**config.mk**
```make
export PLATFORM = sky130hd
export DESIGN_NAME = asr_div
export DESIGN_NICKNAME = d
export VERILOG_FILES = /design/src/rtl/asr_div.sv
export SDC_FILE = /design/constraint.sdc
export NUM_CORES = 1
export LEC_CHECK = 0
export BUFFER_PORTS_ARGS = -buffer_cell sky130_fd_sc_hd__buf_2
export CAP_MARGIN = 20
export CORE_MARGIN = 3
export CORE_UTILIZATION = 50
export DETAILED_ROUTE_END_ITERATION = 10
export PLACE_DENSITY = 0.66
export SLEW_MARGIN = 25
export SYNTH_ARGS = -nofsm -noshare
export SYNTH_HDL_FRONTEND = slang
export SYNTH_SLANG_ARGS = --single-unit
```
**constraint.sdc**
```tcl
create_clock -name clk -period 4.7 [get_ports clk]
set_input_delay 0.94 -clock clk [delete_from_list [all_inputs] [get_ports clk]]
set_output_delay 0.94 -clock clk [all_outputs]
set_load 0.1 [all_outputs]
```
**src/rtl/asr_div.sv**
```systemverilog
// asr_div: pipelined restoring divider, one quotient bit per stage
// no package dependency; used by asr_align and the top level
`default_nettype none
module asr_div #(
	parameter int NW = 8,
	parameter int DW = 8,
	parameter int SW = 1
) (
	input  wire logic          clk,
	input  wire logic          arst_n,
	input  wire logic          en,
	input  wire logic          in_v,
	input  wire logic [NW-1:0] num,
	input  wire logic [DW-1:0] den,
	input  wire logic [SW-1:0] side,
	output logic               out_v,
	output logic [NW-1:0]      quo,
	output logic [SW-1:0]      side_o
);
	logic          v_s    [NW+1];
	logic [DW-1:0] rem_s  [NW+1];
	logic [NW-1:0] num_s  [NW+1];
	logic [DW-1:0] den_s  [NW+1];
	logic [SW-1:0] side_s [NW+1];

	assign v_s[0]    = in_v;
	assign rem_s[0]  = '0;
	assign num_s[0]  = num;
	assign den_s[0]  = den;
	assign side_s[0] = side;

	for (genvar k = 0; k < NW; k++) begin : g_stage
		logic [DW:0] t;
		logic        ge;
		// shift in next dividend bit, subtract when it fits
		assign t  = {rem_s[k], num_s[k][NW-1]};
		assign ge = t >= {1'b0, den_s[k]};

		always_ff @(posedge clk or negedge arst_n) begin
			if (!arst_n) begin
				v_s[k+1] <= 1'b0;
			end else if (en) begin
				v_s[k+1] <= v_s[k];
			end
		end

		always_ff @(posedge clk) begin
			if (en) begin
				rem_s[k+1]  <= ge ? DW'(t - {1'b0, den_s[k]}) : t[DW-1:0];
				num_s[k+1]  <= {num_s[k][NW-2:0], ge};
				den_s[k+1]  <= den_s[k];
				side_s[k+1] <= side_s[k];
			end
		end
	end

	assign out_v  = v_s[NW];
	assign quo    = num_s[NW];
	assign side_o = side_s[NW];
endmodule
`default_nettype wire

```
==> results of run 1 <==
Yosys cell counts, types with 6 or more instances:
master    count
a21o_1       14
a21oi_1      25
fa_1          6
mux2i_1       9
and3_1        6
buf_4         8
o21a_1       11
nor2_1       15
inv_1        77
mux2_2       23
o21ai_0      42
nand2_1      33
nand3_1       6
a211oi_1      6
o31ai_1       6
dfrtp_1       8
edfxtp_1    184
xnor2_1      11
nand2b_1     11
xor2_1        9
nor2b_1       8
ha_1         58
worst max-delay path: stages (launching register included):
cell      delay (ns)
edfxtp_1        0.40
ha_1            0.37
a21oi_1         0.23
o21ai_0         0.18
a221oi_2        0.84
inv_1           0.15
o22a_1          0.24
sequential cells by signal, summed over array words and instances (netlist names):
register and cells:
side_s 7, g_stage.t 63, den_s 56, v_s 7, side_o 1, out_v 1
num_s 49, quo 8
cell families after synthesis:
group,after synthesis,synth area share
flip-flops,192,0.638
AO/OA/AOI/OAI,141,0.107
AND/OR/NAND/NOR,103,0.0609
buffers and inverters,91,0.0418
adder cells (fa/ha/maj),64,0.0942
multiplexers,32,0.0389
XOR/XNOR,20,0.0195
worst paths after layout:
kind / start / end / slack (ns) / depth (start not counted)
max in group asynchronous: arst_n / v_s[2]$_DFFE_PN0P_ / 4.21 / 1
worst min-delay path: arst_n / v_s[4]$_DFFE_PN0P_ / 0.33 / 1
worst max-delay path: g_stage[1].t[6]$_SDFFCE_PP0P_ / g_stage[2].t[8]$_DFFE_PP_ / 2.03 / 6
worst min register to register: num_s[52]$_DFFE_PP_ / num_s[45]$_DFFE_PP_ / 0.42 / 0
worst max register to register: g_stage[1].t[6]$_SDFFCE_PP0P_ / g_stage[2].t[8]$_DFFE_PP_ / 2.03 / 6
min in group clk: num_s[52]$_DFFE_PP_ / num_s[45]$_DFFE_PP_ / 0.42 / 0
cell type report:
type                            count  area (um^2)  area share
Clock buffer                       20          447      0.0450
Tap cell                          225          282      0.0283
Sequential cell                   192         5730       0.577
Inverter                           77          289      0.0291
Timing Repair Buffer               32          206      0.0208
Clock inverter                     12          103      0.0103
Multi-Input combinational cell    360         2880       0.290
through the flow:
step | total power, mW | cells | util | cell area [um^2]
after global placement | 3.58 | 885 | 0.537 | 9350
after detailed placement | 3.65 | 886 | 0.539 | 9380
after floorplan | 3.35 | 643 | - | 8980
after CTS | 4.99 | 918 | 0.570 | 9930
after global routing | 5.25 | 918 | 0.570 | 9930
final | 4.96 | 918 | 0.570 | 9930
metal layers:
metal,up-vias,track usage
met4,0,0.0709
met5,-,0
met1,2488,0.154
met2,114,0.287
li1,2439,-
met3,22,0.0345
power groups by stage:
stage	Sequential [mW]	Clock [mW]	Combinational (mW)
3_5_place_dp	2.36	0	1.29
5_1_grt	2.35	1.45	1.46
6_report	2.32	1.34	1.30
2_1_floorplan	2.35	0	0.997
3_3_place_gp	2.35	0	1.23
4_1_cts	2.32	1.37	1.30
==> metrics, run 1 <==
status finished clean; commonest non-fill, non-tap cell in the layout edfxtp_1; Startpoint Class register; Layout Nets 765; vias in the first global route 5093; pwr dens 500 nW/um^2; Tot GR Track Use 0.150; area of the die 19600 um^2; final WL approximately 14 mm; initial antenna violation count 0; I/O pins 31; Met2 Routed Length 8.03 mm; Ys Warns 0; Longest Clk Path Bufs 2; Synth Area per Inst around 14 um^2; Diodes inserted 0; Critical Path RT between 4 and 5 ns; max layer used met4; final worst-path cycle share 0.567; Synth area leader edfxtp_1; wire per inst 15.2 um; maximum VDD drop roughly 0.3 mV; endpoint class of the critical path register; register area share after synthesis 0.638; Leak roughly 3.9 nW; Crit Path Class register to register; share of post-route cells with drive strength above 1 0.150; Post-synth EDFFs 184; Rel. slew slack 0.354; antenna-violating nets left 0; Worst Path Arrival between 2 and 3 ns; commonest non-fill, non-tap cells in the layout edfxtp_1 (184), inv_1 (77), ha_1 (58); met3 wire len 437 um; RSZ-0062 raised after global routing false; Initial Utilization 0.516; post-cts resize count 0; CTS Buf Count 17; Worst Hold Margin 0.333 ns; Post-CTS Hold Fix Bufs 0; Fillers ~1.4k; Post-Synthesis Cells 643; final slew viol count 0; M1 WL 5.23 mm; Place WS 2.09 ns; CTS clk-pin slew, worst paths 0.07 ns; logic gate share of total power 0.263; Sequential Power Share 0.468; Max Freq 0.375 GHz; top post-synthesis cells by area edfxtp_1 (62%), ha_1 (8.1%), inv_1 (3.2%), mux2_2 (2.9%), o21ai_0 (2.3%); Unique masters post-synth 55; Internal Pwr Total between 3 and 4 mW; grt total ovfl 0; Core Rows 48; die height 140 um; Port Buffer Count 30; Clk Latency, worst-skew pair 0.43 ns; Clock power frac 0.269; Placer Congestion about 0.91; Worst Skew 0.00649 ns; clock root buffer clkbuf_16; number of synthesized register bits 192; Core ar. 17400 um^2; share of the synthesized area in the top cell type 0.615; CTS tree built; fin crit period 2.67 ns; clock sink count 192; maximum number of pins on one net before global-route repair 78; Main synth FF type edfxtp_1; DPL Wire Length 9.93 mm; fraction of registers with async set/reset 0.0417; setup repair bufs after CTS 0; Mapped Area 8980 um^2; final hold vios 0; Post-Syn Nets 728; final setup violation count 0; post-route setup TNS 0 ns; HP Class input pin to async pin; Vias/cell about 5.5; Final WS setup 2.03 ns; via count 5063; first-pass GRT wire length approximately 24 mm; Die W around 140 um; Area growth syn-to-layout 10.6%; slew at the pin closest to its max-slew limit 0.969 ns; H-tree depth 4; 1st-pass router iterations 5; Max-Cap Viols 0; CP max FO 16; Switch Pwr 1.48 mW; Net Sw Frac 0.298; Residual DRC 0; Starting DRT DRC Count 323
No activity file was read; power rests on OpenSTA's default activity.
==> run 2: changes to the inputs <==
PLACE_DENSITY = 0.69   (was 0.66)
clock period = 2.18 ns   (was 4.7 ns; I/O delays follow)
==> run 2 against run 1 <==
- clock power grew 120%
- via count is 1.6% higher
- maximum frequency increased by 24%
- combinational power up 150%
- largest power group unchanged
- total power increased by 130%
- largest cell class unchanged
==> metrics, run 2 (same netlist as run 1, synthesis figures left out) <==
status finished clean; Worst Path Arrival 2.33 ns; DPL Wire Length 10.2 mm; final setup violation count 0; Fillers 1344; Worst Skew 0.00911 ns; Placer Congestion about 0.94; Core Rows 48; grt total ovfl 0; final worst-path cycle share 0.987; Startpoint Class register; Port Buffer Count 30; commonest non-fill, non-tap cells in the layout edfxtp_1 (184), inv_1 (77), ha_1 (53); final slew viol count 0; antenna-violating nets left 0; share of post-route cells with drive strength above 1 0.219; endpoint class of the critical path register; commonest non-fill, non-tap cell in the layout edfxtp_1; CP max FO 4; I/O pins 31; area of the multi-input gates 2990 um^2; Crit Path Class register to register; maximum VDD drop 0.647 mV; Core ar. roughly 17000 um^2; Tot GR Track Use 0.153; Diodes inserted 0; CTS tree built; worst path cell trace inv_1, ha_1, buf_4, and3_1, o21ai_2, a21oi_1, or4_1, and3_1; Vias/cell 5.38; H-tree depth 4; Sequential cell area 5730 um^2; pwr dens 1080 nW/um^2; die height 140 um; clock sink count 192; Critical Path RT about 2.4 ns; Rel. slew slack 0.677; final WL 14.1 mm; Die W 140 um; CTS clk-pin slew, worst paths around 0.06 ns; wire per inst 14.8 um; first-pass GRT wire length around 24 mm; CTS Buf Count 17; maximum number of pins on one net before global-route repair 51; HP Class input pin to register; RSZ-0062 raised after global routing true; Tot Pwr about 11 mW; vias in the first global route 5386; Max Freq between 0.4 and 0.5 GHz; Initial Utilization 0.516; Clk Latency, worst-skew pair 0.42 ns; max incr delay on CP 0.40 ns; final hold vios 0; most numerous cell on the critical path and3_1; clock root buffer clkbuf_16; Layout Nets 805; Worst Hold Margin 0.187 ns; area of the die 19600 um^2; via count 5142; CP max-delay cell edfxtp_1; slew at the pin closest to its max-slew limit 0.487 ns; Leak 4.14 nW; Longest Clk Path Bufs 2; fin crit period 2.15 ns; initial antenna violation count 0; Residual DRC 0; Largest register FFs 63; 1st-pass router iterations 4; Starting DRT DRC Count ~320; Area growth syn-to-layout 15.7%; Max-Cap Viols 0
[run 2: cell types whose count changed in the layout (fill, tap and decap cells not counted), moves of 3 or more]
cell | previous run | this run
a21oi_2 | 2 | 9
o21ai_0 | 42 | 33
buf_12 | 1 | 4
bufinv_16 | 0 | 3
o21ai_2 | 0 | 3
ha_1 | 58 | 53
a21oi_1 | 25 | 18
ha_2 | 0 | 3
buf_4 | 0 | 34
o21ai_1 | 0 | 6
[run 2: routing by layer]
| metal | share of wire | global-route usage |
|---|---|---|
| met3 | 0.025 | 0.0345 |
| met1 | 0.37 | 0.150 |
| met2 | 0.56 | 0.289 |
| met4 | 0.045 | 0.0918 |
| met5 | 0 | 0 |
[run 2: area by class of cell]
class,instances,share of cell area
tap,225,0.0271
inverter,77,0.0278
clock inverter,12,0.0140
sequential,192,0.551
multi-input combinational,360,0.288
clock buffer,17,0.0410
timing repair buffer,72,0.0512
[run 2: power breakdown]
part	total, mW	internal (mW)	leakage [nW]	switching [mW]
clock	3.01	1.77	0.276	1.24
sequential	5.01	4.78	1.88	0.224
combinational	3.19	1.48	1.98	1.71
total	11.2	8.04	4.14	3.17
[run 2: worst max-delay path: cells and delay by family (launching register included)]
family          cells  cell delay, ns
fa+ha+maj           1            0.25
simple gates        3            0.80
flops               1            0.40
buf+inv             2            0.25
compound gates      2            0.21
[run 2: path summary, 6_finish.rpt]
check / start / end / slack [ns] / depth (start not counted)
worst max-delay path: den_s[27]$_DFFE_PP_ / g_stage[6].t[8]$_DFFE_PP_ / 0.03 / 8
worst min-delay path: num[6] / g_stage[1].t[0]$_DFFE_PP_ / 0.19 / 1
worst max register to register: den_s[27]$_DFFE_PP_ / g_stage[6].t[8]$_DFFE_PP_ / 0.03 / 8
worst min register to register: num_s[46]$_DFFE_PP_ / g_stage[4].t[0]$_DFFE_PP_ / 0.41 / 0
max in group asynchronous: arst_n / v_s[6]$_DFFE_PN0P_ / 1.63 / 2
min in group asynchronous: arst_n / out_v$_DFFE_PN0P_ / 0.39 / 2
[run 2: what timing repair did]
| item | 4_1_cts | 5_1_grt |
|---|---|---|
| gates cloned | 0 | 1 |
| setup buffers | 3 | 9 |
| resized for setup | 3 | 33 |
| endpoints found under the hold margin | 8 | 0 |
| setup endpoints to repair | 25 | 36 |
| hold buffers | 1 | 0 |
| pin swaps | 4 | 6 |
[run 2: per-stage QoR]
step | utilization | TNS [ns] | cell area (um^2) | cells | worst slack, ns
after floorplan | - | 0 | 8980 | 643 | 0.0511
after global placement | 0.551 | -0.186 | 9590 | 912 | -0.0429
after detailed placement | 0.551 | -1.40 | 9590 | 912 | -0.151
after CTS | 0.586 | 0 | 10200 | 945 | 0.0146
after global routing | 0.596 | -0.0551 | 10400 | 955 | -0.0269
final | 0.596 | 0 | 10400 | 955 | 0.0273
