File: config.mk
export PLATFORM = sky130hd
export DESIGN_NAME = asr_align
export DESIGN_NICKNAME = d
export VERILOG_FILES = /design/src/rtl/asr_pkg.sv /design/src/rtl/asr_div.sv /design/src/rtl/asr_align.sv
export SDC_FILE = /design/constraint.sdc
export NUM_CORES = 1
export LEC_CHECK = 0
export BUFFER_PORTS_ARGS = -buffer_cell sky130_fd_sc_hd__buf_2
export CAP_MARGIN = 20
export CORE_MARGIN = 4
export CORE_UTILIZATION = 35
export CTS_BUF_LIST = sky130_fd_sc_hd__clkbuf_8 sky130_fd_sc_hd__clkbuf_16
export DETAILED_ROUTE_END_ITERATION = 12
export HOLD_SLACK_MARGIN = 0.02
export PLACE_DENSITY = 0.51
export SLEW_MARGIN = 10
export SYNTH_ARGS = -nofsm -noshare
export SYNTH_HDL_FRONTEND = slang
export SYNTH_HIERARCHICAL = 1
export SYNTH_SLANG_ARGS = --single-unit
File: constraint.sdc
create_clock -name clk -period 12 [get_ports clk]
set_clock_uncertainty 0.05 [all_clocks]
set_input_delay 1.8 -clock clk [delete_from_list [all_inputs] [get_ports clk]]
set_output_delay 1.8 -clock clk [all_outputs]
set_load 0.01 [all_outputs]
File: src/rtl/asr_pkg.sv
// asr_pkg: shared constants for the aspect-scaled resolution block
// no dependencies; imported by asr_align and aspect_scaled_resolution
`default_nettype none
package asr_pkg;
	localparam int STEP_W   = 10;
	localparam int CFG_IDX_W = 1;
	localparam logic [CFG_IDX_W-1:0] CFG_ALIGN_STEP = 1'b0;
	localparam logic [CFG_IDX_W-1:0] CFG_MAX_DIM    = 1'b1;
endpackage
`default_nettype wire

File: src/rtl/asr_div.sv
// asr_div: pipelined restoring divider, one quotient bit per stage
// no package dependency; used by asr_align and the top level
`default_nettype none
module asr_div #(
	parameter int NW = 8,
	parameter int DW = 8,
	parameter int SW = 1
) (
	input  wire logic          clk,
	input  wire logic          arst_n,
	input  wire logic          en,
	input  wire logic          in_v,
	input  wire logic [NW-1:0] num,
	input  wire logic [DW-1:0] den,
	input  wire logic [SW-1:0] side,
	output logic               out_v,
	output logic [NW-1:0]      quo,
	output logic [SW-1:0]      side_o
);
	logic          v_s    [NW+1];
	logic [DW-1:0] rem_s  [NW+1];
	logic [NW-1:0] num_s  [NW+1];
	logic [DW-1:0] den_s  [NW+1];
	logic [SW-1:0] side_s [NW+1];

	assign v_s[0]    = in_v;
	assign rem_s[0]  = '0;
	assign num_s[0]  = num;
	assign den_s[0]  = den;
	assign side_s[0] = side;

	for (genvar k = 0; k < NW; k++) begin : g_stage
		logic [DW:0] t;
		logic        ge;
		// shift in next dividend bit, subtract when it fits
		assign t  = {rem_s[k], num_s[k][NW-1]};
		assign ge = t >= {1'b0, den_s[k]};

		always_ff @(posedge clk or negedge arst_n) begin
			if (!arst_n) begin
				v_s[k+1] <= 1'b0;
			end else if (en) begin
				v_s[k+1] <= v_s[k];
			end
		end

		always_ff @(posedge clk) begin
			if (en) begin
				rem_s[k+1]  <= ge ? DW'(t - {1'b0, den_s[k]}) : t[DW-1:0];
				num_s[k+1]  <= {num_s[k][NW-2:0], ge};
				den_s[k+1]  <= den_s[k];
				side_s[k+1] <= side_s[k];
			end
		end
	end

	assign out_v  = v_s[NW];
	assign quo    = num_s[NW];
	assign side_o = side_s[NW];
endmodule
`default_nettype wire

File: src/rtl/asr_align.sv
// asr_align: aligns a size to a signed step (up, down or none), saturating
// depends on asr_pkg and asr_div
`default_nettype none
module asr_align #(
	parameter int VW = 14,
	parameter int SW = 1
) (
	input  wire logic                             clk,
	input  wire logic                             arst_n,
	input  wire logic                             en,
	input  wire logic                             in_v,
	input  wire logic [VW-1:0]                    value,
	input  wire logic signed [asr_pkg::STEP_W-1:0] step,
	input  wire logic [SW-1:0]                    side,
	output logic                                  out_v,
	output logic [VW-1:0]                         result,
	output logic [SW-1:0]                         side_o
);
	import asr_pkg::*;

	logic [STEP_W-1:0]    mag;
	logic [VW:0]          sum;
	logic                 dv;
	logic [VW:0]          dq;
	logic [SW-1:0]        dside;
	logic                 v_s1;
	logic [VW+STEP_W:0]   prod_s1;
	logic [SW-1:0]        side_s1;

	// zero step divides by one, which leaves the value as it is
	always_comb begin
		if (step == '0) begin
			mag = STEP_W'(1);
		end else if (step < 0) begin
			mag = STEP_W'(-step);
		end else begin
			mag = STEP_W'(step);
		end
		sum = {1'b0, value} + ((step > 0) ? (VW+1)'(mag - STEP_W'(1)) : '0);
	end

	asr_div #(.NW(VW + 1), .DW(STEP_W), .SW(SW)) u_div (
		.clk    (clk),
		.arst_n (arst_n),
		.en     (en),
		.in_v   (in_v),
		.num    (sum),
		.den    (mag),
		.side   (side),
		.out_v  (dv),
		.quo    (dq),
		.side_o (dside)
	);

	always_ff @(posedge clk or negedge arst_n) begin
		if (!arst_n) begin
			v_s1 <= 1'b0;
		end else if (en) begin
			v_s1 <= dv;
		end
	end

	always_ff @(posedge clk) begin
		if (en) begin
			prod_s1 <= dq * mag;
			side_s1 <= dside;
		end
	end

	assign out_v  = v_s1;
	assign result = (|prod_s1[VW+STEP_W:VW]) ? '1 : prod_s1[VW-1:0];
	assign side_o = side_s1;
endmodule
`default_nettype wire
==> metrics.md, run 1 <==
| Metric | Value |
|---|---|
| CP Max Fanout | `18` |
| Hold Crit Depth | `0` |
| Crit path largest cell delay | `between 0.5 and 0.6 ns` |
| Area contributors post-synth | `edfxtp_1, ha_1, fa_1` |
| Avg WL per Cell | `around 16 microns` |
| Kind of cell adding the most delay to the critical path | `adder cells` |
| Synth Flop Type | `edfxtp_1` |
| Sw power | `0.00303 W` |
| Slowest-stage cell, CP | `fa_1` |
| DIE WIDTH | `roughly 310 microns` |
| Worst-path clk slew | `about 0.06 ns` |
| CTS tree | `yes` |
| Routed vias | `17700` |
| Top Usage Layer GRT | `met2` |
| Clock Latency Late Sink | `approximately 0.61 ns` |
| Clk buf depth | `3` |
| Critical path depth | `23` |
| Critical Path AT | `between 8 and 9 ns` |
| Syn avg cell area | `roughly 13 sq um` |
| Met2 Use GR | `between 20% and 30%` |
| Layout cells sized above 1 | `14.2%` |
| # DRC | `0` |
| Fmax | `~120 MHz` |
| Clock sink count | `between 500 and 600` |
| Worst VDD drop | `approximately 0.18 mV` |
| Via density | `between 4 and 5` |
| Port Buf Inserts | `44` |
| Antenna Nets Post-Route | `0` |
| CTS resizes | `0` |
| Initial antenna violation count | `1` |
| Switching Fraction | `roughly 34%` |
| Total core area | `a little under 90000 sq um` |
| RSZ-0062 raised after global routing | `false` |
| Grt ovf | `0` |
| Clock root buffer | `clkbuf_16` |
| Count of warnings emitted by yosys | `6` |
| Iteration-0 DRC Markers | `around 1100` |
| Net count, final | `about 2800` |
| Initial Util | `35.4%` |
| FF+latch count, synth | `~560` |
| Ports | `45` |
| Final slew viol count | `0` |
| Setup violations, final | `0` |
| Rel. slew slack | `between 30% and 40%` |
| Min cycle time layout | `approximately 8 ns` |
| Dpl hpwl | `43.1 mm` |
| Reg2Reg Depth | `17` |
| Final worst setup slack | `slightly below 4 ns` |
| Class of the most critical hold timing path | `reg2reg` |
| Tcrit/Tclk final | `approximately two thirds` |
| Area added between synthesis and finish | `12.1%` |
| # diodes | `0` |
| Status | `complete, no violations` |
| Final Hold Fails | `0` |
| GRT met1 Usage | `between 10% and 20%` |
| Commonest cells in the netlist | `edfxtp_1, inv_1, ha_1` |
| Buf/Inv on CP | `6` |
| Power per cell area | `253 nW/um^2` |
| Critical path, cell by cell | `buf_2 -> or3_1 -> o31ai_1 -> xor2_1 -> inv_1 -> and2_1 -> fa_1 -> inv_1 -> fa_1 -> inv_1 -> fa_1 -> fa_1 -> inv_1 -> fa_1 -> inv_1 -> ha_1 -> nand2_1 -> a21oi_1 -> o311a_1 -> a211oi_1 -> a21oi_1 -> nor3b_1 -> nor3_1` |
| # Max-Cap Violations | `0` |
| Post-CTS Hold Buffers | `0` |
| Clock share of power | `22.4%` |
| Ys async rst share | `between 2 and 3%` |
| Vias in the first global route | `18600` |
| GR Util met3 | `around 2.3%` |
| Sequential power share | `between 30% and 40%` |
| Setup TNS | `0 ns` |
| Top cell type's share of synthesized area | `a little over half` |
| GRT Total Usage | `between 10% and 20%` |
| Distinct cells, synth | `71` |
| Global-route wire length before repair | `97.5 mm` |
| Largest net degree at the start of global routing | `about 200` |
| Gate power share | `a little over two fifths` |
| Setup CP Type | `in2reg` |
| Die Span Y | `307 microns` |
| Number of synthesized flops with an enable pin | `546` |
| CP endpoint kind | `flip-flop` |
| DP Worst Slack | `between 3 and 4 ns` |
| Post-CTS setup buffer count | `0` |
| Largest area contributor in the netlist | `edfxtp_1` |
| Nature of the critical path startpoint | `input pin` |
| Drt total wl | `around 60 mm` |
| Worst Path Required | `approximately 12 ns` |
| Mapped Nets | `~2700` |
| Fillers | `between 8000 and 9000` |
| Tightest Pin Transition | `just over 1 ns` |
| Full die area | `94300 sq um` |
| Seq/Total Area, Yosys | `53.7%` |
| Mapped cell area | `roughly 31000 sq um` |
| Pre-antenna DRT Iters | `5` |
| H-tree depth | `3` |
| Design internal power | `~0.0059 W` |
| Most frequent cell after synthesis | `edfxtp_1` |
| Pleak | `about 14 nW` |
| Synthesized instance count | `about 2400` |
| Standard-cell row count | `about 110` |
| Global placer's final weighted congestion | `roughly 0.84` |
| TritonCTS Buffers | `66` |
cell type report:
cell class | instances | area, sq um | area share [%]
clock inverters | 46 | 492 | 1.40
clock buffers | 68 | 1690 | 4.82
multi-input cells | 1447 | 13100 | 37.3
repair buffers | 56 | 365 | 1.04
flip-flops and latches | 562 | 16800 | 47.9
inverters | 311 | 1200 | 3.42
well taps | 1165 | 1460 | 4.16
layout by cell type, fill, tap and decap left out, types with 15 or more instances in the layout:
| master | netlist | routed |
|---|---|---|
| mux2_4 | 84 | 84 |
| inv_1 | 297 | 305 |
| a21o_1 | 47 | 47 |
| ha_1 | 218 | 218 |
| clkbuf_16 | 0 | 67 |
| nor2_1 | 64 | 64 |
| nor2b_1 | 20 | 20 |
| fa_1 | 116 | 116 |
| a21oi_1 | 110 | 110 |
| mux2_2 | 36 | 36 |
| buf_2 | 4 | 43 |
| dfrtp_1 | 16 | 16 |
| and2_1 | 65 | 65 |
| xor2_1 | 35 | 35 |
| xnor2_1 | 102 | 100 |
| nand2_1 | 169 | 169 |
| o31ai_1 | 17 | 17 |
| o21a_1 | 18 | 18 |
| nor4_1 | 31 | 31 |
| o21ai_0 | 39 | 39 |
| nor3_1 | 15 | 15 |
| or2_2 | 16 | 16 |
| a211oi_1 | 17 | 17 |
| o21bai_1 | 15 | 15 |
| edfxtp_1 | 546 | 546 |
| nand3_1 | 31 | 31 |
flip-flops by register name, indices dropped and copies added (netlist names):
name and count:
u_div/num_s 196, u_div/g_stage.t 154, u_div/den_s 140, prod_s1 25, u_div/quo 15, u_div/side_s 14
u_div/v_s 14, out_v 1, side_o 1, u_div/out_v 1, u_div/side_o 1
per-stage QoR:
stage | cell area [sq um] | total power, W | utilization, % | hold slack [ns] | instances
6_report | 35100 | 0.00888 | 39.6 | 0.345 | 3655
5_1_grt | 35100 | 0.00959 | 39.6 | 0.354 | 3655
4_1_cts | 35000 | 0.00902 | 39.6 | 0.340 | 3654
3_5_place_dp | 32900 | 0.00696 | 37.1 | 0.355 | 3540
3_3_place_gp | 32900 | 0.00691 | 37.1 | 0.351 | 3540
2_1_floorplan | 31300 | 0.00611 | - | 0.350 | 2366
final timing paths:
kind / startpoint / end / slack [ns]
min in group asynchronous: arst_n / u_div/v_s[7] / 1.03
max reg2reg: u_div/quo[5] / prod_s1[21] / 6.24
max in group asynchronous: arst_n / u_div/v_s[2] / 10.61
min reg2reg: u_div/num_s[53] / u_div/num_s[39] / 0.35
min: u_div/num_s[53] / u_div/num_s[39] / 0.35
max: step[2] / prod_s1[21] / 3.91
cells by family after synthesis:
logic type	after synthesis	share of synthesized area, %
buf+inv	357	4.61
fa+ha+maj	334	16.1
xor+xnor	139	3.94
compound gates	360	8.06
simple gates	481	7.84
flops	562	53.7
mux	133	5.74
layer usage:
layer / up-vias / routed length [microns]
li1: 8624 / -
met1: 8714 / 27100
met2: 218 / 29200
met3: 103 / 1700
met4: 0 / 1520
met5: - / 0
worst register-to-register path, stage by stage (launching register included):
cell      delay (ns)
edfxtp_1        0.63
nand2_1         0.15
fa_1            0.56
inv_1           0.05
fa_1            0.50
inv_1           0.05
fa_1            0.47
inv_1           0.06
fa_1            0.50
fa_1            0.49
ha_1            0.39
a21oi_1         0.17
a21oi_1         0.10
o311a_1         0.35
a211oi_1        0.45
a21oi_1         0.21
nor3b_1         0.19
nor3_1          0.22
power groups by stage:
stage	logic (W)	registers (W)	clock network, W
3_3_place_gp	0.00389	0.00302	0
4_1_cts	0.00396	0.00299	0.00207
5_1_grt	0.00442	0.00302	0.00215
6_report	0.00391	0.00298	0.00199
2_1_floorplan	0.00319	0.00292	0
3_5_place_dp	0.00393	0.00303	0
Power figures use the tool's default switching activity.
==> run 2: changes to the inputs <==
--- a/config.mk
+++ b/config.mk
@@ -5,6 +5,7 @@
 export SDC_FILE = /design/constraint.sdc
 export NUM_CORES = 1
 export LEC_CHECK = 0
+export ABC_AREA = 1
 export BUFFER_PORTS_ARGS = -buffer_cell sky130_fd_sc_hd__buf_2
 export CAP_MARGIN = 20
 export CORE_MARGIN = 4
@@ -12,7 +13,7 @@
 export CTS_BUF_LIST = sky130_fd_sc_hd__clkbuf_8 sky130_fd_sc_hd__clkbuf_16
 export DETAILED_ROUTE_END_ITERATION = 12
 export HOLD_SLACK_MARGIN = 0.02
-export PLACE_DENSITY = 0.51
+export PLACE_DENSITY = 0.53
 export SLEW_MARGIN = 10
 export SYNTH_ARGS = -nofsm -noshare
 export SYNTH_HDL_FRONTEND = slang
==> constraint.sdc (replaced) <==
create_clock -name clk -period 7.3 [get_ports clk]
set_clock_uncertainty 0.05 [all_clocks]
set_input_delay 1.095 -clock clk [delete_from_list [all_inputs] [get_ports clk]]
set_output_delay 1.095 -clock clk [all_outputs]
set_load 0.01 [all_outputs]
==> metrics.md, run 2 <==
| Metric | Value |
|---|---|
| Status | `complete, no violations` |
| Antenna Nets Post-Route | `0 (unchanged)` |
| Most frequent cells in the layout | `nand2_1, inv_1, edfxtp_1` |
| Rel. slew slack | `34.5% (+2.4 points)` |
| Die Span Y | `313 microns (+2.0%)` |
| Standard-cell row count | `111 (+1.8%)` |
| Tightest Pin Transition | `0.982 ns (-0.0357 ns)` |
| Avg WL per Cell | `14.8 microns (-9.2%)` |
| Worst VDD drop | `0.280 mV (+52%)` |
| # Max-Cap Violations | `0 (unchanged)` |
| Sw power | `0.00562 W (+85%)` |
| Distinct cells, synth | `50 (-30%)` |
| Reg2Reg Depth | `17 (unchanged)` |
| Via density | `4.54 (-6.1%)` |
| Routed vias | `21500 (+22%)` |
| Critical Path AT | `6.61 ns (-1.86 ns)` |
| Commonest cells in the netlist | `nand2_1, inv_1, edfxtp_1` |
| Count of warnings emitted by yosys | `6 (unchanged)` |
| Reg-to-reg startpoint | `u_div/quo[1]` |
| Power per cell area | `396 nW/um^2 (+56%)` |
| Fin cells | `4730 (+29%)` |
| Setup TNS | `0 ns (unchanged)` |
| Setup violations, final | `0 (unchanged)` |
| Placed Cells | `4612 (+30%)` |
| Most frequent cell after synthesis | `nand2_1` |
| DIE WIDTH | `313 microns (+2.0%)` |
| Pleak | `16.9 nW (+18%)` |
| Ports | `45 (unchanged)` |
| Global-route wire length before repair | `113 mm (+16%)` |
| Initial antenna violation count | `2 (+1)` |
| Switching Fraction | `38.9% (+4.8 points)` |
| Setup CP Type | `in2reg` |
| Mapped cell area | `32600 sq um (+4.2%)` |
| Class of the most critical hold timing path | `in2async` |
| H-tree depth | `3 (unchanged)` |
| Most flops, register | `u_div/num_s` |
| Dpl hpwl | `52.0 mm (+20%)` |
| Final slew viol count | `0 (unchanged)` |
| Worst Path Required | `7.60 ns (-4.78 ns)` |
| Initial Util | `35.4% (+0.069 points)` |
| Worst-path clk slew | `0.06 ns (about the same)` |
| Grt ovf | `0 (unchanged)` |
| GRT Total Usage | `14.3% (+1.6 points)` |
| TritonCTS Buffers | `66 (unchanged)` |
| Nature of the critical path startpoint | `input pin` |
| Ys async rst share | `2.85% (unchanged)` |
| Clock sink count | `562 (unchanged)` |
| Sequential power share | `33.3% (-0.3 points)` |
| CP endpoint kind | `flip-flop` |
| Largest net degree at the start of global routing | `176 (-10%)` |
| # DRC | `0 (unchanged)` |
| Mapped Nets | `3721 (+36%)` |
| Number of synthesized flops with an enable pin | `546 (unchanged)` |
| Synth Flop Type | `edfxtp_1` |
| Full die area | `98100 sq um (+4.1%)` |
| Final Hold Fails | `0 (unchanged)` |
| Worst R2R Setup Slack | `1.87 ns (-4.37 ns)` |
| Vias in the first global route | `21000 (+13%)` |
| Gate power share | `42.6% (-1.4 points)` |
| Largest register FFs | `196 (unchanged)` |
| Net count, final | `3801 (+35%)` |
| Worst r2r dst | `prod_s1[19]` |
| RSZ-0062 raised after global routing | `false` |
| CP Max Fanout | `9 (-9)` |
| Top cell type's share of synthesized area | `50.3% (-2.1 points)` |
| Area added between synthesis and finish | `11.9%` |
| Iteration-0 DRC Markers | `1380 (+27%)` |
| Port Buf Inserts | `44 (unchanged)` |
| Clk buf depth | `3 (unchanged)` |
| Layout cells sized above 1 | `6.97% (-7.2 points)` |
| Design internal power | `0.00884 W (+51%)` |
| Syn avg cell area | `9.71 sq um (-27%)` |
| Min cycle time layout | `6.30 ns` |
| Clock root buffer | `clkbuf_16` |
| Pre-antenna DRT Iters | `5 (unchanged)` |
| Seq/Total Area, Yosys | `51.5% (-2.2 points)` |
| Total core area | `92100 sq um (+4.0%)` |
| FF+latch count, synth | `562 (unchanged)` |
| Drt total wl | `69.9 mm (+17%)` |
| CTS tree | `yes` |
| Commonest non-fill, non-tap cell in the layout | `nand2_1` |
| Global placer's final weighted congestion | `0.851 (+1.3%)` |
| Clock Latency Late Sink | `0.61 ns (about the same)` |
| Fillers | `9165 (+12%)` |
| Tcrit/Tclk final | `roughly 86%` |
| Synthesized instance count | `3358 (+42%)` |
| Largest area contributor in the netlist | `edfxtp_1` |
| Area contributors post-synth | `edfxtp_1, nand2_1, ha_1` |
| Post-CTS Hold Buffers | `0 (unchanged)` |
| Clock share of power | `24.1% (+1.7 points)` |
| CTS resizes | `0 (unchanged)` |
| Fmax | `roughly 160 MHz` |
| Post-CTS setup buffer count | `0 (unchanged)` |
run 2: changes by cell type in the layout (fill, tap and decap cells not counted), moves of 24 or more:
cell | previous run | this run
mux2_2 | 36 | 2
xor2_1 | 35 | 60
xnor2_1 | 100 | 10
nor2_1 | 64 | 228
mux2_4 | 84 | 0
nand2_1 | 169 | 987
nor4_1 | 31 | 5
inv_1 | 305 | 572
inv_2 | 2 | 26
and2_1 | 65 | 9
nand3_1 | 31 | 224
a21o_1 | 47 | 6
run 2: cell families (layout without fill, tap and decap cells):
family | Yosys count | count (layout) | share of synthesized area [%]
adder cells (fa/ha/maj) | 334 | 334 | 15.5
buffers and inverters | 637 | 765 | 7.79
AO/OA/AOI/OAI | 189 | 189 | 3.11
other | 0 | 1 | 0
multiplexers | 2 | 2 | 0.0690
AND/OR/NAND/NOR | 1564 | 1564 | 20.2
flip-flops | 562 | 562 | 51.5
XOR/XNOR | 70 | 70 | 1.88
run 2: worst max-delay path, stage by stage:
cell and delay, ns:
buf_2 0.10, inv_2 0.10, ha_1 0.23, nand3_2 0.12, inv_2 0.08, nand2_1 0.06, nand2_1 0.06, nand2_1 0.05
nand2_1 0.18, buf_4 0.23, nor2_1 0.08, fa_1 0.53, inv_1 0.05, fa_1 0.47, inv_1 0.05, fa_1 0.50
fa_1 0.55, inv_1 0.06, fa_1 0.52, inv_1 0.04, ha_1 0.35, nand2_1 0.13, o21ai_0 0.33, a21oi_1 0.10
o21ai_0 0.22, nand2_1 0.15, nand3_1 0.10, nand2_1 0.05
run 2: how the worst max path moves through the flow:
stage,from,to,depth (start not counted)
after floorplan,step[0],prod_s1[24],28
after global placement,step[0],prod_s1[23],28
after detailed placement,step[0],prod_s1[24],24
after CTS,step[0],prod_s1[24],24
after global routing,step[0],prod_s1[19],28
final,step[0],prod_s1[19],28
run 2: layer usage:
metal | track usage [%] | vias up | share of wire (%)
li1 | - | 11000 | -
met1 | 19.4 | 10000 | 46
met2 | 23.8 | 334 | 47
met3 | 2.69 | 91 | 4.3
met4 | 3.74 | 0 | 2.2
met5 | 0 | - | 0
run 2: through the flow:
| stage | setup WS (ns) | util [%] | power (W) | cell area, sq um | hold slack, ns |
|---|---|---|---|---|---|
| after floorplan | 1.06 | - | 0.00948 | 32600 | 0.350 |
| after global placement | 0.478 | 37.2 | 0.0111 | 34200 | 0.351 |
| after detailed placement | 0.401 | 37.2 | 0.0111 | 34200 | 0.355 |
| after CTS | 1.08 | 39.6 | 0.0147 | 36500 | 0.307 |
| after global routing | 0.589 | 39.7 | 0.0158 | 36500 | 0.339 |
| final | 0.997 | 39.7 | 0.0145 | 36500 | 0.347 |
run 2: power groups by stage:
| stage | clock network [W] | registers, W | logic, W |
|---|---|---|---|
| 2_1_floorplan | 0 | 0.00473 | 0.00476 |
| 3_3_place_gp | 0 | 0.00488 | 0.00620 |
| 3_5_place_dp | 0 | 0.00488 | 0.00620 |
| 4_1_cts | 0.00362 | 0.00482 | 0.00623 |
| 5_1_grt | 0.00376 | 0.00488 | 0.00714 |
| 6_report | 0.00349 | 0.00481 | 0.00616 |
run 2: final cells by class:
| type | instances | area, sq um | area share, % |
|---|---|---|---|
| Clock inverter | 49 | 613 | 1.68 |
| Multi-Input combinational cell | 2159 | 13300 | 36.4 |
| Timing Repair Buffer | 58 | 373 | 1.02 |
| Inverter | 591 | 2220 | 6.08 |
| Clock buffer | 67 | 1680 | 4.59 |
| Antenna cell | 1 | 2.50 | 0.00685 |
| Sequential cell | 562 | 16800 | 46.0 |
| Tap cell | 1243 | 1560 | 4.26 |
==> run 3: changes to the inputs <==
--- a/config.mk
+++ b/config.mk
@@ -6,14 +6,14 @@
 export NUM_CORES = 1
 export LEC_CHECK = 0
 export ABC_AREA = 1
-export BUFFER_PORTS_ARGS = -buffer_cell sky130_fd_sc_hd__buf_2
 export CAP_MARGIN = 20
 export CORE_MARGIN = 4
 export CORE_UTILIZATION = 35
 export CTS_BUF_LIST = sky130_fd_sc_hd__clkbuf_8 sky130_fd_sc_hd__clkbuf_16
 export DETAILED_ROUTE_END_ITERATION = 12
+export DONT_BUFFER_PORTS = 1
 export HOLD_SLACK_MARGIN = 0.02
-export PLACE_DENSITY = 0.53
+export PLACE_DENSITY = 0.47
 export SLEW_MARGIN = 10
 export SYNTH_ARGS = -nofsm -noshare
 export SYNTH_HDL_FRONTEND = slang
==> metrics.md, run 3 (synthesis results as in run 2) <==
| Metric | Value |
|---|---|
| Status | `complete, but fails checks` |
| Violated checks | `slew limit` |
| Critical path depth | `25 (-11%)` |
| Clock sink count | `562 (unchanged)` |
| CP Max Fanout | `10 (+1)` |
| Critical Path AT | `6.56 ns (-0.05 ns)` |
| Rel. slew slack | `-62.2% (-97 points)` |
| Reg2Reg Depth | `17 (unchanged)` |
| Dpl hpwl | `53.3 mm (+2.5%)` |
| Placed Cells | `4565 (-1.0%)` |
| Area added between synthesis and finish | `10.3%` |
| CTS resizes | `0 (unchanged)` |
| Setup CP Type | `in2reg` |
| Area of the multi-input gates | `13300 sq um (unchanged)` |
| Setup violations, final | `0 (unchanged)` |
| Slowest-stage cell, CP | `fa_1` |
| Final Cell Area | `36000 sq um (-1.5%)` |
| Full die area | `98100 sq um (unchanged)` |
| Total core area | `92100 sq um (unchanged)` |
| Vias in the first global route | `21200 (+0.84%)` |
| Commonest non-fill, non-tap cell in the layout | `nand2_1` |
| Grt ovf | `0 (unchanged)` |
| Standard-cell row count | `111 (unchanged)` |
| Crit path largest cell delay | `0.56 ns (about the same)` |
| Post-CTS setup buffer count | `0 (unchanged)` |
| Net count, final | `3755 (-1.2%)` |
| Setup TNS | `0 ns (unchanged)` |
| # DRC | `0 (unchanged)` |
| # diodes | `0 (-1)` |
| Routed vias | `21400 (-0.30%)` |
| Fin cells | `4682 (-1.0%)` |
| Port Buf Inserts | `0 (-100%)` |
| Final Hold Fails | `0 (unchanged)` |
| Clock root buffer | `clkbuf_16` |
| Largest net degree at the start of global routing | `577 (+230%)` |
| Iteration-0 DRC Markers | `1379 (-0.072%)` |
| Worst-path clk slew | `0.06 ns (about the same)` |
| TritonCTS Buffers | `67 (+1.5%)` |
| Final slew viol count | `410 (+410)` |
| Most frequent cells in the layout | `nand2_1, inv_1, edfxtp_1` |
| Buf/Inv on CP | `6 (-2)` |
| Via density | `4.57 (+0.72%)` |
| RSZ-0062 raised after global routing | `false` |
| Fillers | `9235 (+0.76%)` |
| Min cycle time layout | `6.24 ns (-0.0598 ns)` |
| Clk buf depth | `3 (unchanged)` |
| Clock Latency Late Sink | `0.61 ns (about the same)` |
| Die Span Y | `313 microns (unchanged)` |
| CTS tree | `yes` |
| Ports | `45 (unchanged)` |
| Tcrit/Tclk final | `85.5% (-0.82 points)` |
| Pleak | `16.7 nW (-1.5%)` |
| H-tree depth | `3 (unchanged)` |
| Largest register FFs | `196 (unchanged)` |
| Avg WL per Cell | `15.4 microns (+4.4%)` |
| # Max-Cap Violations | `0 (unchanged)` |
| CP endpoint kind | `flip-flop` |
| Post-CTS Hold Buffers | `0 (unchanged)` |
| Nature of the critical path startpoint | `input pin` |
| Area after DPL | `33900 sq um (-0.85%)` |
| Pre-antenna DRT Iters | `5 (unchanged)` |
| Worst Path Required | `7.62 ns (+0.02 ns)` |
| Kind of cell adding the most delay to the critical path | `adder cells` |
| Class of the most critical hold timing path | `in2async` |
| Worst VDD drop | `0.296 mV (+5.9%)` |
| Tightest Pin Transition | `2.43 ns (+1.45 ns)` |
| Seq. cell area | `16800 sq um (unchanged)` |
| Drt total wl | `72.2 mm (+3.3%)` |
| Initial Util | `35.4% (unchanged)` |
| DIE WIDTH | `313 microns (unchanged)` |
| Global-route wire length before repair | `116 mm (+2.6%)` |
| Initial antenna violation count | `0 (-2)` |
| GRT Total Usage | `14.8% (+0.46 points)` |
| Most Frequent Cell on Critical Path | `nand2_1` |
| Most flops, register | `u_div/num_s` |
| Power per cell area | `391 nW/um^2 (-1.2%)` |
| Fmax | `160 MHz (+0.96%)` |
| Antenna Nets Post-Route | `0 (unchanged)` |
| Global placer's final weighted congestion | `0.826 (-3.0%)` |
| Layout cells sized above 1 | `5.38% (-1.6 points)` |
| Hold slack | `0.129 ns (-0.219 ns)` |
## run 3: cell count changes in the layout (fill, tap and decap cells not counted), sizes merged
| cell | change |
|---|---|
| diode | -1 |
| clkbuf | -1 |
| clkinv | +2 |
| bufinv | -10 |
| inv | +9 |
| clkinvlp | -1 |
| buf | -46 |
## run 3: metrics by stage
step                      power [W]  utilization, %  setup WS [ns]
final                        0.0141            39.1           1.06
after global routing         0.0154            39.1          0.685
after CTS                    0.0143            39.1           1.04
after detailed placement     0.0111            36.8          0.384
after global placement       0.0111            36.8          0.474
after floorplan             0.00948               -           1.06
## run 3: power breakdown
part	leakage (nW)	switching, W	internal [W]
registers	5.52	0.000315	0.00451
clock network	1.07	0.00134	0.00179
logic	10.1	0.00394	0.00218
## run 3: metal layers
layer	track usage [%]	vias up	wire length, microns
met5	0	-	0
met4	4.34	0	1860
met3	2.27	98	2460
met2	24.6	292	34100
met1	20.1	10100	33800
li1	-	10900	-
## run 3: cell type report
cell class,instances,share of cell area [%]
multi-input combinational,2159,36.9
inverter,591,6.17
clock inverter,49,1.05
clock buffer,67,4.66
tap,1243,4.32
sequential,562,46.7
timing repair buffer,11,0.223
## run 3: path summary, 6_finish.rpt
| path | endpoint | from | slack (ns) |
|---|---|---|---|
| worst max-delay path | prod_s1[23] | step[0] | 1.06 |
| worst min-delay path | u_div/out_v | arst_n | 0.13 |
| worst max register to register | prod_s1[24] | u_div/quo[8] | 1.89 |
| worst min register to register | u_div/num_s[28] | u_div/num_s[42] | 0.36 |
| max in group asynchronous | u_div/v_s[11] | arst_n | 7.00 |
| min in group clk | u_div/num_s[28] | u_div/num_s[42] | 0.36 |
## run 3: worst register-to-register path, delay by kind of cell, from the launching register on
family | cells | cell delay, ns
adder cells (fa/ha/maj) | 6 | 2.96
AND/OR/NAND/NOR | 7 | 0.74
buffers and inverters | 3 | 0.43
AO/OA/AOI/OAI | 1 | 0.41
flip-flops | 1 | 0.59
